`src/rtl/core/bzt_pkg.sv`:
```
// Shared types and constants for the cubic Bezier tessellator.
// No dependencies; used by bzt_seq, bzt_pipe and cubic_bezier_tessellator.
package bzt_pkg;

    localparam int COORD_W  = 24;
    localparam int IDX_W    = 6;
    localparam int T_BITS   = 16;
    localparam int W_BITS   = 30;
    localparam int DIV_LAST = T_BITS;

    typedef logic signed [COORD_W-1:0] coord_t;

    // Control points: index 0 start, 1 and 2 control, 3 end.
    typedef struct packed {
        logic [3:0][COORD_W-1:0] px;
        logic [3:0][COORD_W-1:0] py;
    } ctrl_pts_t;

    typedef struct packed {
        logic             valid;
        logic             last;
        logic [IDX_W-1:0] index;
        logic [T_BITS:0]  t;
    } issue_t;

    typedef enum logic [2:0] {
        ST_IDLE = 3'b001,
        ST_DIV  = 3'b010,
        ST_RUN  = 3'b100
    } seq_state_t;

endpackage

```
`src/rtl/core/bzt_seq.sv`:
```
// Sample sequencer: takes one curve transaction, divides 2^16 by a nonzero segment
// count bit-serially, then issues one sample per cycle while en is high. Uses bzt_pkg.
module bzt_seq (
    input  logic                      aclk,
    input  logic                      aresetn,
    input  logic                      s_valid,
    output logic                      s_ready,
    input  bzt_pkg::ctrl_pts_t        pts_in,
    input  logic [bzt_pkg::IDX_W-1:0] seg_in,
    input  logic                      en,
    output bzt_pkg::issue_t           issue,
    output bzt_pkg::ctrl_pts_t        pts
);

    bzt_pkg::seq_state_t        state_reg;
    bzt_pkg::ctrl_pts_t         pts_reg;
    logic [bzt_pkg::IDX_W-1:0]  n_reg;
    logic [4:0]                 cnt_reg;
    logic [bzt_pkg::IDX_W-1:0]  rem_reg;
    logic [bzt_pkg::T_BITS:0]   quo_reg;
    logic [bzt_pkg::T_BITS:0]   frac_reg;
    logic [bzt_pkg::IDX_W-1:0]  res_reg;
    logic [bzt_pkg::IDX_W-1:0]  idx_reg;

    logic [bzt_pkg::IDX_W:0]    trial;
    logic                       trial_ge;
    logic [bzt_pkg::IDX_W:0]    r_sum;
    logic                       r_ge;
    logic                       at_end;

    always_comb begin
        trial    = {rem_reg, (cnt_reg == 5'(bzt_pkg::DIV_LAST))};
        trial_ge = trial >= {1'b0, n_reg};
        r_sum    = {1'b0, res_reg} + {1'b0, rem_reg};
        r_ge     = r_sum >= {1'b0, n_reg};
        at_end   = idx_reg == n_reg;
    end

    assign s_ready     = state_reg == bzt_pkg::ST_IDLE;
    assign issue.valid = state_reg == bzt_pkg::ST_RUN;
    assign issue.last  = at_end;
    assign issue.index = idx_reg;
    assign issue.t     = frac_reg;
    assign pts         = pts_reg;

    always_ff @(posedge aclk) begin
        if (!aresetn) begin
            state_reg <= bzt_pkg::ST_IDLE;
        end else begin
            case (state_reg)
                bzt_pkg::ST_IDLE: begin
                    if (s_valid) begin
                        pts_reg   <= pts_in;
                        n_reg     <= seg_in;
                        cnt_reg   <= 5'(bzt_pkg::DIV_LAST);
                        rem_reg   <= '0;
                        quo_reg   <= '0;
                        idx_reg   <= '0;
                        frac_reg  <= '0;
                        res_reg   <= {1'b0, seg_in[bzt_pkg::IDX_W-1:1]};
                        state_reg <= (seg_in == '0) ? bzt_pkg::ST_RUN : bzt_pkg::ST_DIV;
                    end
                end
                bzt_pkg::ST_DIV: begin
                    // one quotient bit per cycle; remainder stays below n
                    rem_reg <= trial_ge ? 6'(trial - {1'b0, n_reg}) : trial[5:0];
                    quo_reg <= {quo_reg[bzt_pkg::T_BITS-1:0], trial_ge};
                    cnt_reg <= cnt_reg - 5'd1;
                    if (cnt_reg == 5'd0) begin
                        state_reg <= bzt_pkg::ST_RUN;
                    end
                end
                bzt_pkg::ST_RUN: begin
                    if (en) begin
                        if (at_end) begin
                            state_reg <= bzt_pkg::ST_IDLE;
                        end else begin
                            // advance t by 2^16/n, carrying the remainder
                            idx_reg  <= idx_reg + 6'd1;
                            res_reg  <= r_ge ? 6'(r_sum - {1'b0, n_reg}) : r_sum[5:0];
                            frac_reg <= frac_reg + quo_reg + 17'(r_ge);
                        end
                    end
                end
                default: begin
                    state_reg <= bzt_pkg::ST_IDLE;
                end
            endcase
        end
    end

`ifndef NO_ASSERTIONS
    a_idx_bound: assert property (@(posedge aclk) disable iff (!aresetn)
        (state_reg == bzt_pkg::ST_RUN) |-> (idx_reg <= n_reg))
        else $error("sample index ran past segment count");
    a_rem_bound: assert property (@(posedge aclk) disable iff (!aresetn)
        (state_reg == bzt_pkg::ST_DIV) |-> (rem_reg < n_reg))
        else $error("divider remainder not below divisor");
    a_no_overlap: assert property (@(posedge aclk) disable iff (!aresetn)
        s_ready |-> !issue.valid)
        else $error("issuing while accepting a new transaction");
    a_res_bound: assert property (@(posedge aclk) disable iff (!aresetn)
        (state_reg == bzt_pkg::ST_RUN && n_reg != '0) |-> (res_reg < n_reg))
        else $error("t remainder not below divisor");
`endif

endmodule

```
`config.mk`:
```
export PLATFORM = sky130hd
export DESIGN_NAME = bzt_seq
export DESIGN_NICKNAME = d
export VERILOG_FILES = /design/src/rtl/core/bzt_pkg.sv /design/src/rtl/core/bzt_seq.sv
export SDC_FILE = /design/constraint.sdc
export NUM_CORES = 1
export LEC_CHECK = 0
export BUFFER_PORTS_ARGS = -buffer_cell sky130_fd_sc_hd__buf_4
export CORE_AREA = 2 2 162 164
export DETAILED_ROUTE_END_ITERATION = 10
export DIE_AREA = 0 0 164 166
export PLACE_DENSITY = 0.73
export SYNTH_ARGS = -nofsm -noshare
export SYNTH_HDL_FRONTEND = slang
export SYNTH_SLANG_ARGS = --single-unit
export TNS_END_PERCENT = 20
```
`constraint.sdc`:
```
create_clock -name aclk -period 30.7 [get_ports aclk]
set_input_delay 3.07 -clock aclk [delete_from_list [all_inputs] [get_ports aclk]]
set_output_delay 3.07 -clock aclk [all_outputs]
set_load 0.01 [all_outputs]
```
== Word level (Yosys, flattened, before mapping) ==
Index checks and enable logic that the tools add are counted.
Widths: inputs -> output; s select.
Word-level totals
  register bits after elaboration: 258
  input bits: 202
  output and inout bits: 218
  logic and storage cells: 67
Operators by class
  add/subtract/negate cells: 7
  order comparisons: 2
  equality and inequality tests: 10
  mux-type cells: 24
  reductions and logical operators: 8
Operator list (number)
  $pmux 17 s2: 2
  $mux 17: 3
  $mux 6: 8
  $pmux 6 s2: 3
  $add 17x1->17: 1
  $add 17x17->17: 1
  $mux 3: 5
  $ge 7x6->1: 2
  $sub 6x6->6: 2
  $pmux 5 s2: 1
  $pmux 3 s3: 1
  $ne 2x2->1 const B: 4
  $add 6x6->7: 1
  $add 6x1->6 const B: 1
  $eq 6x6->1: 1
  $logic_not 6->1: 1
  $reduce_and 3->1: 2
  $eq 5x5->1 const B: 1
  $logic_not 5->1: 1
  $mux 5: 1
  $reduce_and 5->1: 1
  $sub 5x1->5 const B: 1
  $reduce_and 4->1: 1
  $reduce_bool 2->1: 2
  4 further kinds: 4

== Longest topological paths before layout ==
  depth after elaboration: 6
  gate-level depth with buffers: 20
  mapped depth without buffers: 19

== Least setup slack after synthesis ==
No wires, ideal clock.
  kind: input port to flip-flop
  from: input s_valid
  to: register n_reg[0] in the netlist's numbering (enable)
  library setup time: 759 ps
  arrival time: 11348 ps
  required time: 29941 ps
  path slack: 18593 ps
  stages on the path: 2
  buffers on the path: 0
  path through: nand2_1 -> nor2_1
Between the ends
  cells in the longest elaborated chain, start to end: 1
Ends and longest elaborated chain
  start: declaration: line bzt_seq.sv:6  | input logic s_valid,
  $reduce_and 3->1 (no line)
  end signal: assignment: line bzt_seq.sv:54  | n_reg <= seg_in;
  end: declaration: line bzt_seq.sv:17  | logic [bzt_pkg::IDX_W-1:0] n_reg;
No other way between the ends.
A chain may end at the register's enable or synchronous reset.

==> reports/qor.log <==
INFO  finish         area_delta_synth_final=44.6%
INFO  timing         finalSetupViolations=0
INFO  floorplanning  top_level_ports=420
INFO  finish         finish.net_count=1,278
INFO  power_and_ir_drop p_comb_share=26.8%
INFO  critical_path  crit_path_start_kind=register
INFO  global_route   grt_start_max_net_pins=199
INFO  timing         final.min_clock_period=5.01ns
INFO  synthesis      synth-edff-count=255
INFO  route          detail_route.wirelength=32.1mm
INFO  clocking       clock_tree_from_tritoncts=done
INFO  critical_path  max_stage_delay=0.47ns
INFO  finish         number_of_flip_flops_in_the_largest_register=192
INFO  clocking       cts_num_sinks=258
INFO  clocking       cts_buffer_depth=3
INFO  timing         worst_slew_pin_slew=1.29ns
INFO  synthesis      synth-async-reset-ratio=0%
INFO  place          portBuffers=419
INFO  power_and_ir_drop internal_power_contribution=786µW
INFO  power_and_ir_drop sw_frac_of_total=29.8%
INFO  timing         timing.max_slew.rel_slack=14.3%
INFO  synthesis      syn_nets=836
INFO  timing         max_freq=200MHz
INFO  floorplanning  num_rows=59
INFO  floorplanning  placeableCoreArea=0.0256mm²
INFO  power_and_ir_drop clkPwrFrac=29.6%
INFO  clocking       clock_buffers_created_by_tritoncts=28
INFO  floorplanning  chipWidth=164µm
INFO  power_and_ir_drop ir_drop=0.0000879V
INFO  route          drtAntennaViolNets=0
INFO  floorplanning  design.die.area=0.0272mm²
INFO  clocking       clock_insertion_delay_worst_skew=0.54ns
INFO  clocking       cts_max_level=1
INFO  finish         post_route_cells_drive_above_1_share=45.4%
INFO  route          drc=0
INFO  route          wl_per_cell=23.0µm
INFO  critical_path  worst_ep_required_time=27.63ns
INFO  route          first_pass_iters=5
INFO  synthesis      post_synth_inst_count=594
INFO  place          post_detail_place_hpwl=24.4mm
INFO  floorplanning  vertical_die_dimension=166µm
INFO  route          routed-via-count=6,966
INFO  outcome        outcome=finished clean
INFO  clocking       postCtsSetupRepairBufs=0
INFO  clocking       cts.clk_slew.worst_paths=0.06ns
INFO  timing         fin_setup_tns=0ns
INFO  critical_path  crit_slowest_cell=sky130_fd_sc_hd__dfxtp_1
INFO  place          place_ws=26.02ns
INFO  timing         post-route-period-util=16.3%
INFO  timing         final.setup_skew=0.0147ns
INFO  synthesis      synth-main-ff-cell=sky130_fd_sc_hd__edfxtp_1
INFO  critical_path  crit_path_end_kind=output port
INFO  synthesis      synth_warnings=0
INFO  global_route   globalRouteOverflowTotal=0
INFO  place          gp_congestion=0.905
INFO  route          dr.first_iter.drc_count=574
INFO  global_route   grt_pass1_wl=45.7mm
INFO  timing         finalMaxSlewViolations=0
INFO  timing         worst_hold_slack=0.596ns
INFO  critical_path  critPathMaxFanout=18
INFO  synthesis      synth_seq_cells=258
INFO  global_route   number_of_global_route_vias_before_repair=7,205
INFO  power_and_ir_drop power.switching=333µW
INFO  power_and_ir_drop power.density_cell_area=77.1mW/mm²
INFO  floorplanning  start_util=39.2%
INFO  global_route   antenna_found_initial=6
INFO  synthesis      synth.cell_area=0.0100mm²
INFO  global_route   grtUsageTotal=23.1%
INFO  clocking       cts_hold_repair.buffers=0
INFO  power_and_ir_drop p_leak=0.00593µW
INFO  critical_path  startpoint_to_endpoint_class_of_the_critical_path=reg -> out
INFO  min_path       holdCritPathClass=reg -> reg
INFO  synthesis      synth_cell_types=61
INFO  synthesis      post_synth.cell_area_avg=16.9µm²
INFO  global_route   grt_util_met1=28.4%
INFO  critical_path  worstPathArrival=1.94ns
INFO  global_route   met3_usage=12.3%
INFO  flow_run       cap_violations=0
INFO  critical_path  cp_cell_sequence=nor2_1 > nand2_1 > inv_1 > buf_4
INFO  power_and_ir_drop power.sequential.fraction=43.6%
INFO  clocking       clk_root_buffer_cell=sky130_fd_sc_hd__clkbuf_16
INFO  clocking       post_cts.resized_instances=0
INFO  timing         final_critical_path_setup_slack=25.69ns
INFO  global_route   top_usage_layer=met2
INFO  timing         final_hold_viol_count=0
INFO  timing         rsz0062_at_grt=false
INFO  synthesis      synth.yosys.seq_area_share=76.9%
INFO  global_route   grt_use_met2=35.8%
INFO  finish         filler_cell_count=2,043
INFO  route          post_drt_via_cell_ratio=4.99
-- synth_stat cells (all sizes together) (6+ instances only) --
library cell / count / area share [%]
inv: 25 / 0.93
edfxtp: 255 / 76
nand3: 9 / 0.45
o21ai: 19 / 0.98
mux2i: 6 / 0.60
xor2: 8 / 0.70
nor2b: 6 / 0.45
nor2: 51 / 2.0
a21oi: 16 / 0.83
ha: 35 / 4.4
nor3: 12 / 0.60
o21a: 9 / 0.67
xnor2: 19 / 1.7
a21o: 9 / 0.67
buf: 6 / 0.35
and3: 18 / 1.1
nand2: 21 / 0.79
-- critical path: cells and delay by family (launching register included) --
family	cells	cell delay [ns]
buf+inv	2	0.59
flops	1	0.47
simple gates	2	0.35
-- cell type report --
type,count,area (µm²),area share (%)
sequential,258,7720,53.2
clock buffer,41,791,5.45
timing repair buffer,423,3190,22.0
antenna,2,5.00,0.0345
tap,335,419,2.89
multi-input combinational,300,2190,15.1
clock inverter,11,113,0.776
inverter,25,93.8,0.646
-- per-layer routing --
metal,share of wire [%],wire (µm)
met5,0,0
met4,2.1,663
met3,14,4480
met2,47,15000
met1,37,12000
-- power groups by stage --
stage          clock (µW)  combinational [µW]  sequential [µW]
6_report              331                 300              488
3_5_place_dp            0                 299              493
5_1_grt               350                 327              494
4_1_cts               338                 300              488
2_1_floorplan           0                 151              522
3_3_place_gp            0                 293              492
-- final timing paths --
kind	from	cells after the start	end	slack [ns]
setup / recovery	state_reg[1]$_SDFFE_PN0P_	4	issue[24]	25.69
hold / removal	quo_reg[0]$_SDFFCE_PN0P_	2	quo_reg[1]$_SDFFCE_PN0P_	0.60
setup reg to reg	rem_reg[0]$_SDFFCE_PN0P_	19	frac_reg[12]$_SDFFCE_PN0P_	25.95
hold reg to reg	quo_reg[0]$_SDFFCE_PN0P_	2	quo_reg[1]$_SDFFCE_PN0P_	0.60
-- layout by cell type (no fill, tap or decap), drive strengths merged, types with 5 or more instances in the layout --
| cell type | count |
|---|---|
| a21oi | 16 |
| nor2b | 6 |
| a211oi | 5 |
| and2 | 5 |
| nor2 | 51 |
| clkinv | 6 |
| xnor2 | 19 |
| a21o | 9 |
| nand3 | 9 |
| o21ai | 19 |
| nor3 | 12 |
| xor2 | 8 |
| clkbuf | 41 |
| a31oi | 5 |
| edfxtp | 255 |
| and3 | 18 |
| mux2i | 6 |
| nand2 | 21 |
| o21a | 9 |
| buf | 423 |
| fa | 5 |
| inv | 27 |
| ha | 35 |
-- kinds of logic (layout without fill, tap and decap cells) --
family                   Yosys count  count (layout)  share of synthesized area (%)
AND/OR/NAND/NOR                  140             140                           7.12
multiplexers                       8               8                          0.822
flip-flops                       258             258                           76.9
AO/OA/AOI/OAI                     85              85                           6.02
other                              0               2                              0
XOR/XNOR                          27              27                           2.36
buffers and inverters             36             500                           1.47
adder cells (fa/ha/maj)           40              40                           5.36
-- through the flow --
stage          instances  utilization, %  area [µm²]  power (µW)
6_report            1395            56.7       14500        1120
5_1_grt             1395            56.7       14500        1170
4_1_cts             1393            56.7       14500        1130
3_5_place_dp        1341            53.1       13600         792
3_3_place_gp        1341            53.1       13600         785
2_1_floorplan        594               -       10000         673
No activity file was read; power rests on OpenSTA's default activity.
